[src/rtl/ppsp_pkg.sv]
// ----------------------------------------------------------------------------
// ppsp_pkg
// Shared types and codes of the preemptive slot pool: beat payloads, status
// and function codes, register indexes and the slot store word.
// ----------------------------------------------------------------------------
package ppsp_pkg;

    localparam int PLAIN_SLOTS_DEF = 16;
    localparam int CUBE_SLOTS_DEF  = 16;

    localparam int CNT_W      = 5;
    localparam int PRIO_W     = 9;
    localparam int GEN_W      = 8;
    localparam int SLOT_W     = 4;
    localparam int CFG_IDX_W  = 2;
    localparam int CFG_DATA_W = 5;

    localparam logic [CNT_W-1:0] LIMIT_RESET = CNT_W'(16);

    // func codes
    localparam logic [1:0] FN_REQUEST = 2'd0;
    localparam logic [1:0] FN_FREE    = 2'd1;
    localparam logic [1:0] FN_UPDATE  = 2'd2;

    // status codes
    localparam logic [1:0] ST_NEW     = 2'd0;
    localparam logic [1:0] ST_RECLAIM = 2'd1;
    localparam logic [1:0] ST_REFUSED = 2'd2;
    localparam logic [1:0] ST_DONE    = 2'd3;

    // register indexes
    localparam logic [CFG_IDX_W-1:0] CFG_ENABLE      = 2'd0;
    localparam logic [CFG_IDX_W-1:0] CFG_PLAIN_LIMIT = 2'd1;
    localparam logic [CFG_IDX_W-1:0] CFG_CUBE_LIMIT  = 2'd2;

    // priority of a free slot
    localparam logic signed [PRIO_W-1:0] PRIO_FREE = -9'sd1;

    typedef struct packed {
        logic [1:0]        func;
        logic              cube_pool;
        logic [7:0]        priority_req;
        logic [SLOT_W-1:0] slot_index;
    } ppsp_in_t;

    typedef struct packed {
        logic [1:0]        status;
        logic [SLOT_W-1:0] granted_slot;
        logic [GEN_W-1:0]  handle_gen;
    } ppsp_out_t;

    typedef struct packed {
        logic signed [PRIO_W-1:0] prio;
        logic [GEN_W-1:0]         gen;
    } slot_word_t;

endpackage

[src/rtl/ppsp_slot_mem.sv]
// ----------------------------------------------------------------------------
// ppsp_slot_mem
// Slot store: priority and generation per slot, one write and one registered
// read per cycle. Generations read as zero until the entry is first written.
// ----------------------------------------------------------------------------
module ppsp_slot_mem
    import ppsp_pkg::*;
#(
    parameter int DEPTH = PLAIN_SLOTS_DEF + CUBE_SLOTS_DEF,
    localparam int AW   = (DEPTH > 1) ? $clog2(DEPTH) : 1
) (
    input  logic          aclk,
    input  logic          aresetn,
    input  logic          rd_en,
    input  logic [AW-1:0] rd_addr,
    output slot_word_t    rd_word,
    input  logic          wr_en,
    input  logic [AW-1:0] wr_addr,
    input  slot_word_t    wr_word
);

    slot_word_t       slot_mem [DEPTH];
    slot_word_t       rd_word_reg;
    logic             rd_valid_reg;
    logic [DEPTH-1:0] gen_valid_reg;

    always_ff @(posedge aclk) begin
        if (wr_en) begin
            slot_mem[wr_addr] <= wr_word;
        end
        if (rd_en) begin
            rd_word_reg <= slot_mem[rd_addr];
        end
    end

    always_ff @(posedge aclk) begin
        if (!aresetn) begin
            gen_valid_reg <= '0;
            rd_valid_reg  <= 1'b0;
        end else begin
            if (wr_en) begin
                gen_valid_reg[wr_addr] <= 1'b1;
            end
            if (rd_en) begin
                rd_valid_reg <= gen_valid_reg[rd_addr];
            end
        end
    end

    assign rd_word.prio = rd_word_reg.prio;
    assign rd_word.gen  = rd_valid_reg ? rd_word_reg.gen : '0;

endmodule

[src/rtl/priority_preempt_slot_pool_unit.sv]
// ----------------------------------------------------------------------------
// priority_preempt_slot_pool_unit
// Preemptive slot allocator over a plain and a cube pool, run by a small
// microprogram over a slot store.
// ----------------------------------------------------------------------------
// One item is in flight at a time. A request scans the created slots of its
// pool, each slot by a read of the slot store, then a compare against its
// registered read data; a hit on slot j ends the scan there. A request
// refused for a full pool has scanned all created slots first. Free, update
// and a request refused while disabled do not scan. The next beat is taken
// once the result sits in the output register, even if the consumer has
// not taken it.
// Generations start at zero after reset without a clearing pass.
module priority_preempt_slot_pool_unit
    import ppsp_pkg::*;
#(
    parameter int PLAIN_SLOTS = PLAIN_SLOTS_DEF,
    parameter int CUBE_SLOTS  = CUBE_SLOTS_DEF
) (
    input  logic                  aclk,
    input  logic                  aresetn,
    input  logic                  s_valid,
    output logic                  s_ready,
    input  ppsp_in_t              s_data,
    output logic                  m_valid,
    input  logic                  m_ready,
    output ppsp_out_t             m_data,
    input  logic                  cfg_valid,
    output logic                  cfg_ready,
    input  logic [CFG_IDX_W-1:0]  cfg_index,
    input  logic [CFG_DATA_W-1:0] cfg_data
);

    localparam int DEPTH   = PLAIN_SLOTS + CUBE_SLOTS;
    localparam int AW      = (DEPTH > 1) ? $clog2(DEPTH) : 1;
    localparam int CNT_MAX = (1 << CNT_W) - 1;
    localparam logic [CNT_W-1:0] PLAIN_CAP =
        CNT_W'((PLAIN_SLOTS > CNT_MAX) ? CNT_MAX : PLAIN_SLOTS);
    localparam logic [CNT_W-1:0] CUBE_CAP =
        CNT_W'((CUBE_SLOTS > CNT_MAX) ? CNT_MAX : CUBE_SLOTS);

    typedef enum logic [3:0] {
        S_IDLE, S_DECODE, S_REQ_CHK, S_SCAN_RD, S_SCAN_CMP, S_RECLAIM,
        S_APPEND_RD, S_APPEND_WR, S_MOD_RD, S_MOD_WR, S_REFUSE, S_EMIT
    } step_t;

    typedef enum logic [3:0] {
        OP_NONE, OP_ACCEPT, OP_SCAN_RD, OP_SCAN_CMP, OP_RECLAIM, OP_APPEND_RD,
        OP_APPEND_WR, OP_MOD_RD, OP_MOD_WR, OP_REFUSE, OP_EMIT
    } op_t;

    typedef enum logic [3:0] {
        C_NEVER, C_ALWAYS, C_ACCEPT, C_NOT_REQ, C_DISABLED, C_SCAN_END,
        C_MISS, C_FULL, C_BAD_MOD, C_OUT_FREE
    } cond_t;

    // hold: stay on this step while the condition is false
    typedef struct packed {
        op_t   op;
        cond_t cond;
        step_t target;
        logic  hold;
    } uword_t;

    function automatic uword_t ucode_rom(step_t s);
        uword_t w;
        begin
            unique case (s)
                S_IDLE:      w = '{OP_ACCEPT,    C_ACCEPT,   S_DECODE,    1'b1};
                S_DECODE:    w = '{OP_NONE,      C_NOT_REQ,  S_MOD_RD,    1'b0};
                S_REQ_CHK:   w = '{OP_NONE,      C_DISABLED, S_REFUSE,    1'b0};
                S_SCAN_RD:   w = '{OP_SCAN_RD,   C_SCAN_END, S_APPEND_RD, 1'b0};
                S_SCAN_CMP:  w = '{OP_SCAN_CMP,  C_MISS,     S_SCAN_RD,   1'b0};
                S_RECLAIM:   w = '{OP_RECLAIM,   C_ALWAYS,   S_EMIT,      1'b0};
                S_APPEND_RD: w = '{OP_APPEND_RD, C_FULL,     S_REFUSE,    1'b0};
                S_APPEND_WR: w = '{OP_APPEND_WR, C_ALWAYS,   S_EMIT,      1'b0};
                S_MOD_RD:    w = '{OP_MOD_RD,    C_BAD_MOD,  S_REFUSE,    1'b0};
                S_MOD_WR:    w = '{OP_MOD_WR,    C_ALWAYS,   S_EMIT,      1'b0};
                S_REFUSE:    w = '{OP_REFUSE,    C_NEVER,    S_EMIT,      1'b0};
                S_EMIT:      w = '{OP_EMIT,      C_OUT_FREE, S_IDLE,      1'b1};
                default:     w = '{OP_NONE,      C_ALWAYS,   S_IDLE,      1'b0};
            endcase
            return w;
        end
    endfunction

    function automatic logic [AW-1:0] slot_addr(logic cube, logic [CNT_W-1:0] slot);
        logic [AW-1:0] a;
        begin
            if (cube) begin
                a = AW'(PLAIN_SLOTS + int'(slot));
            end else begin
                a = AW'(slot);
            end
            return a;
        end
    endfunction

    step_t      upc_reg, upc_next;
    ppsp_in_t   item_reg;
    logic [CNT_W-1:0] i_reg;
    ppsp_out_t  res_reg;
    ppsp_out_t  out_reg;
    logic       m_valid_reg;
    logic       enable_reg;
    logic [CNT_W-1:0] plain_limit_reg, cube_limit_reg;
    logic [CNT_W-1:0] plain_count_reg, cube_count_reg;

    uword_t     uw;
    logic       cond_true;
    logic       is_cube;
    logic [CNT_W-1:0] cur_count, cur_limit, cur_cap, limit_eff, idx_ext, rd_slot;
    logic signed [PRIO_W-1:0] req_prio;
    logic       hit, full, mod_ok, out_free;
    logic [GEN_W-1:0] gen_inc;

    logic       rd_en, wr_en;
    logic [AW-1:0] rd_addr, wr_addr;
    slot_word_t rd_word, wr_word;

    assign uw        = ucode_rom(upc_reg);
    assign is_cube   = item_reg.cube_pool;
    assign cur_count = is_cube ? cube_count_reg : plain_count_reg;
    assign cur_limit = is_cube ? cube_limit_reg : plain_limit_reg;
    assign cur_cap   = is_cube ? CUBE_CAP : PLAIN_CAP;
    assign limit_eff = (cur_limit > cur_cap) ? cur_cap : cur_limit;
    assign full      = cur_count >= limit_eff;
    assign idx_ext   = CNT_W'(item_reg.slot_index);
    assign mod_ok    = ((item_reg.func == FN_FREE) || (item_reg.func == FN_UPDATE))
                       && (idx_ext < cur_count);
    assign req_prio  = $signed({1'b0, item_reg.priority_req});
    assign hit       = req_prio > rd_word.prio;
    assign gen_inc   = rd_word.gen + 1'b1;
    assign out_free  = !m_valid_reg || m_ready;

    always_comb begin
        unique case (uw.cond)
            C_NEVER:    cond_true = 1'b0;
            C_ALWAYS:   cond_true = 1'b1;
            C_ACCEPT:   cond_true = s_valid;
            C_NOT_REQ:  cond_true = item_reg.func != FN_REQUEST;
            C_DISABLED: cond_true = !enable_reg;
            C_SCAN_END: cond_true = i_reg >= cur_count;
            C_MISS:     cond_true = !hit;
            C_FULL:     cond_true = full;
            C_BAD_MOD:  cond_true = !mod_ok;
            C_OUT_FREE: cond_true = out_free;
            default:    cond_true = 1'b1;
        endcase
    end

    always_comb begin
        if (cond_true) begin
            upc_next = uw.target;
        end else if (uw.hold) begin
            upc_next = upc_reg;
        end else begin
            upc_next = step_t'(upc_reg + 1'b1);
        end
    end

    // slot store control
    always_comb begin
        rd_en   = 1'b0;
        rd_slot = i_reg;
        wr_en   = 1'b0;
        wr_word = '{prio: req_prio, gen: rd_word.gen};
        unique case (uw.op)
            OP_SCAN_RD: begin
                rd_en = 1'b1;
            end
            OP_APPEND_RD: begin
                rd_en   = !full;
                rd_slot = cur_count;
            end
            OP_MOD_RD: begin
                rd_en   = mod_ok;
                rd_slot = idx_ext;
            end
            OP_RECLAIM: begin
                wr_en   = 1'b1;
                wr_word = '{prio: req_prio, gen: gen_inc};
            end
            OP_APPEND_WR: begin
                wr_en = 1'b1;
            end
            OP_MOD_WR: begin
                wr_en = 1'b1;
                if (item_reg.func == FN_FREE) begin
                    wr_word = '{prio: PRIO_FREE, gen: gen_inc};
                end
            end
            default: begin
            end
        endcase
    end

    assign rd_addr = slot_addr(is_cube, rd_slot);
    assign wr_addr = slot_addr(is_cube, i_reg);

    ppsp_slot_mem #(
        .DEPTH(DEPTH)
    ) u_slot_mem (
        .aclk    (aclk),
        .aresetn (aresetn),
        .rd_en   (rd_en),
        .rd_addr (rd_addr),
        .rd_word (rd_word),
        .wr_en   (wr_en),
        .wr_addr (wr_addr),
        .wr_word (wr_word)
    );

    always_ff @(posedge aclk) begin
        if (!aresetn) begin
            upc_reg         <= S_IDLE;
            m_valid_reg     <= 1'b0;
            enable_reg      <= 1'b1;
            plain_limit_reg <= LIMIT_RESET;
            cube_limit_reg  <= LIMIT_RESET;
            plain_count_reg <= '0;
            cube_count_reg  <= '0;
        end else begin
            upc_reg <= upc_next;

            if (cfg_valid) begin
                unique case (cfg_index)
                    CFG_ENABLE:      enable_reg      <= cfg_data[0];
                    CFG_PLAIN_LIMIT: plain_limit_reg <= cfg_data;
                    CFG_CUBE_LIMIT:  cube_limit_reg  <= cfg_data;
                    default: begin
                    end
                endcase
            end

            if ((uw.op == OP_EMIT) && out_free) begin
                m_valid_reg <= 1'b1;
            end else if (m_ready) begin
                m_valid_reg <= 1'b0;
            end

            unique case (uw.op)
                OP_ACCEPT: begin
                    if (s_valid) begin
                        item_reg <= s_data;
                        i_reg    <= '0;
                    end
                end
                OP_SCAN_CMP: begin
                    if (!hit) begin
                        i_reg <= i_reg + 1'b1;
                    end
                end
                OP_RECLAIM: begin
                    res_reg <= '{ST_RECLAIM, i_reg[SLOT_W-1:0], gen_inc};
                end
                OP_APPEND_RD: begin
                    i_reg <= cur_count;
                end
                OP_APPEND_WR: begin
                    if (is_cube) begin
                        cube_count_reg <= cube_count_reg + 1'b1;
                    end else begin
                        plain_count_reg <= plain_count_reg + 1'b1;
                    end
                    res_reg <= '{ST_NEW, i_reg[SLOT_W-1:0], rd_word.gen};
                end
                OP_MOD_RD: begin
                    i_reg <= idx_ext;
                end
                OP_MOD_WR: begin
                    res_reg <= '{ST_DONE, i_reg[SLOT_W-1:0], wr_word.gen};
                end
                OP_REFUSE: begin
                    res_reg <= '{ST_REFUSED, '0, '0};
                end
                OP_EMIT: begin
                    if (out_free) begin
                        out_reg <= res_reg;
                    end
                end
                default: begin
                end
            endcase
        end
    end

    assign s_ready   = (uw.op == OP_ACCEPT);
    assign m_valid   = m_valid_reg;
    assign m_data    = out_reg;
    assign cfg_ready = 1'b1;

    a_accept_decode: assert property (@(posedge aclk) disable iff (!aresetn)
        (s_valid && s_ready) |=> (upc_reg == S_DECODE))
        else $error("accepted beat did not enter decode");

    a_reclaim_lower: assert property (@(posedge aclk) disable iff (!aresetn)
        (uw.op == OP_RECLAIM) |-> hit)
        else $error("reclaimed a slot that does not hold a lower priority");

    a_slot_created: assert property (@(posedge aclk) disable iff (!aresetn)
        ((uw.op == OP_RECLAIM) || (uw.op == OP_MOD_WR)) |-> (i_reg < cur_count))
        else $error("write to a slot that was never created");

    a_count_cap: assert property (@(posedge aclk) disable iff (!aresetn)
        (plain_count_reg <= PLAIN_CAP) && (cube_count_reg <= CUBE_CAP))
        else $error("pool count beyond pool size");

    a_emit_load: assert property (@(posedge aclk) disable iff (!aresetn)
        ((uw.op == OP_EMIT) && out_free) |=> (m_valid && (upc_reg == S_IDLE)))
        else $error("result not loaded into output register");

endmodule
[config.mk]
export PLATFORM = sky130hd
export DESIGN_NAME = priority_preempt_slot_pool_unit
export DESIGN_NICKNAME = d
export VERILOG_FILES = /design/src/rtl/ppsp_pkg.sv /design/src/rtl/ppsp_slot_mem.sv /design/src/rtl/priority_preempt_slot_pool_unit.sv
export SDC_FILE = /design/constraint.sdc
export NUM_CORES = 1
export LEC_CHECK = 0
export BUFFER_PORTS_ARGS = -buffer_cell sky130_fd_sc_hd__buf_2
export CAP_MARGIN = 10
export CORE_UTILIZATION = 45
export DETAILED_ROUTE_END_ITERATION = 8
export GPL_TIMING_DRIVEN = 0
export SKIP_CTS_REPAIR_TIMING = 1
export SLEW_MARGIN = 25
export SYNTH_ARGS = -nofsm -noshare
export SYNTH_HDL_FRONTEND = slang
export SYNTH_SLANG_ARGS = --single-unit
[constraint.sdc]
create_clock -name aclk -period 9.5 [get_ports aclk]
set_input_delay 0.475 -clock aclk [delete_from_list [all_inputs] [get_ports aclk]]
set_output_delay 0.475 -clock aclk [all_outputs]
set_load 0.01 [all_outputs]
==> results.json <==
{
  "max_cap_viol_count": 0,
  "critPathKind": "flip-flop to flip-flop",
  "drc_errors": 0,
  "synth_edf_count": 609,
  "core.rowCount": 91,
  "synth_seq_cells": 681,
  "die_x_um": 253.5,
  "coreArea_sq_um": 62050,
  "area_growth_pct": 15.95,
  "grt_start_max_net_pins": 33,
  "h-tree-depth": 3,
  "num_vias": 18326,
  "nets": 2397,
  "rsz0062_at_grt": "false",
  "yosysWarnings": 0,
  "worst_pin_slew_ns": 1.021,
  "setup_violations": 0,
  "relSlewSlack": 0.3183,
  "first_iter_violations": 2270,
  "first_pass_iters": 6,
  "cts_buffer_depth": 3,
  "layout_common_cells": "edfxtp_1, nand2_1, nand3_1",
  "syn-num-nets": 2238,
  "root_buffer": "clkbuf_16",
  "die_area_sq_um": 64260,
  "cts_tree": "yes",
  "clkTransAtPathRegs_ns": 0.05,
  "chipHeight_um": 253.5,
  "fin_cells": 3226,
  "via_per_inst": 5.681,
  "gr-total-overflow": 0,
  "skew_ns": 0.02161,
  "p_leak_nw": 11.85,
  "required_ns": 9.99,
  "max_freq_mhz": 218.6,
  "min_period_over_period": 0.4816,
  "insertion_delay_ns": 0.62,
  "fin_crit_ns": 4.575,
  "hold_viol": 0,
  "critPathMaxFanout": 10,
  "io_buffers": 42,
  "start_util": 0.4587,
  "power_density_nw_per_um2": 283.6,
  "antenna_left": 0,
  "largest_reg_flops": 544,
  "slew_viol_final": 0,
  "regArea_sq_um": 19730,
  "yosysSeqAreaShare": 0.6932,
  "ir_drop_mv": 0.1183,
  "synth-main-ff-cell": "edfxtp_1",
  "ys_types": 69,
  "status": "complete, no violations",
  "wire_per_inst_um": 24.37,
  "cts_made_buffers": 73,
  "drive_gt1_frac": 0.1478,
  "async_flop_share": 0,
  "antenna_found_initial": 4,
  "fin_tns_setup_ns": 0,
  "clock_sink_count": 681,
  "cp-end-kind": "flip-flop",
  "placedCellCount": 3098,
  "start_kind": "flip-flop",
  "final_common_cell": "edfxtp_1",
  "grt_pass1_wl_mm": 114.7,
  "gp_congestion": 0.9189,
  "grt_usage": 0.2484,
  "wirelength_mm": 78.62,
  "min_path_type": "input pin to flip-flop",
  "multiInputGateArea_sq_um": 8210,
  "cp.arrival_ns": 5.07,
  "dp_hpwl_mm": 54.26,
  "postSynthCellCount": 2177,
  "synth.avg_cell_area_sq_um": 13.07,
  "ios": 44,
  "netlist_area_sq_um": 28460,
  "grt_pass1_vias": 17682,
  "nFillCells": 5162
}
power by group:
group	internal (mW)	switching, mW
Clock	1.58	1.16
Sequential	3.50	0.0726
Combinational	1.01	2.04
Total	6.09	3.27
logic make-up (layout without fill, tap and decap cells):
family	Yosys count	in the layout	synth area share
mux	124	124	0.05253
simple gates	963	963	0.1485
compound gates	185	185	0.05416
buf+inv	159	370	0.02730
other cells	1	2	0.0001318
fa+ha+maj	34	34	0.01495
xor+xnor	30	30	0.009232
flops	681	681	0.6932
critical path, stage by stage, from the launching register on:
cell and delay, ns:
edfxtp_1 0.34, buf_6 0.16, clkbuf_1 0.54, mux2i_1 0.50
nor2b_1 0.20, ha_1 0.24, nand2b_1 0.16, a2111oi_2 0.41
nor3_1 0.15, a2111oi_4 0.39, nand3_4 0.19, buf_6 0.20
mux2i_4 0.21, inv_1 0.09, ha_1 0.34, a221o_1 0.32
cells in the mapped netlist, types with 19 or more instances:
| cell | count | share of area |
|---|---|---|
| clkbuf_1 | 51 | 0.0067 |
| a31oi_1 | 19 | 0.0042 |
| inv_1 | 30 | 0.0040 |
| nand2_1 | 492 | 0.065 |
| and3_1 | 74 | 0.016 |
| edfxtp_1 | 609 | 0.64 |
| nand2b_1 | 22 | 0.0048 |
| a311o_1 | 36 | 0.013 |
| o21ai_0 | 25 | 0.0044 |
| nor2_1 | 165 | 0.022 |
| dfxtp_1 | 72 | 0.051 |
| ha_1 | 34 | 0.015 |
| mux2i_1 | 98 | 0.034 |
| nand3_1 | 152 | 0.027 |
| buf_2 | 41 | 0.0072 |
through the flow:
step	instance area, sq um	setup slack (ns)	util	power, mW	hold slack, ns
2_1_floorplan	28460	5.579	-	5.431	0.4003
3_3_place_gp	29720	3.556	0.4789	6.495	0.4052
3_5_place_dp	30700	4.951	0.4948	6.627	0.4045
4_1_cts	33000	4.931	0.5317	9.357	0.01418
5_1_grt	33000	4.616	0.5318	9.703	0.02512
6_report	33000	4.925	0.5318	9.359	0.03505
worst paths after layout:
check | startpoint | endpoint | slack, ns | depth (start not counted)
max reg2reg | is_cube | uw[4] | 4.92 | 15
max | is_cube | uw[4] | 4.92 | 15
min | s_data[14] | item_reg[14] | 0.04 | 1
min reg2reg | res_reg[13] | m_data[13] | 0.42 | 0
area by class of cell:
class | instances | area share
well taps | 837 | 0.03173
diodes | 1 | 0.00007583
plain buffers | 127 | 0.01990
clock inverters | 36 | 0.01016
multi-input cells | 1337 | 0.2488
inverters | 32 | 0.003640
repair buffers | 84 | 0.02859
clock buffers | 91 | 0.05930
flip-flops and latches | 681 | 0.5978
layer usage:
metal,part of all wire,GRT usage,up-vias
met4,0.033,0.09126,2
met5,0.00017,0,-
met1,0.42,0.3528,9028
li1,-,-,8297
met3,0.096,0.04404,140
met2,0.45,0.3826,859
Power figures use the tool's default switching activity.
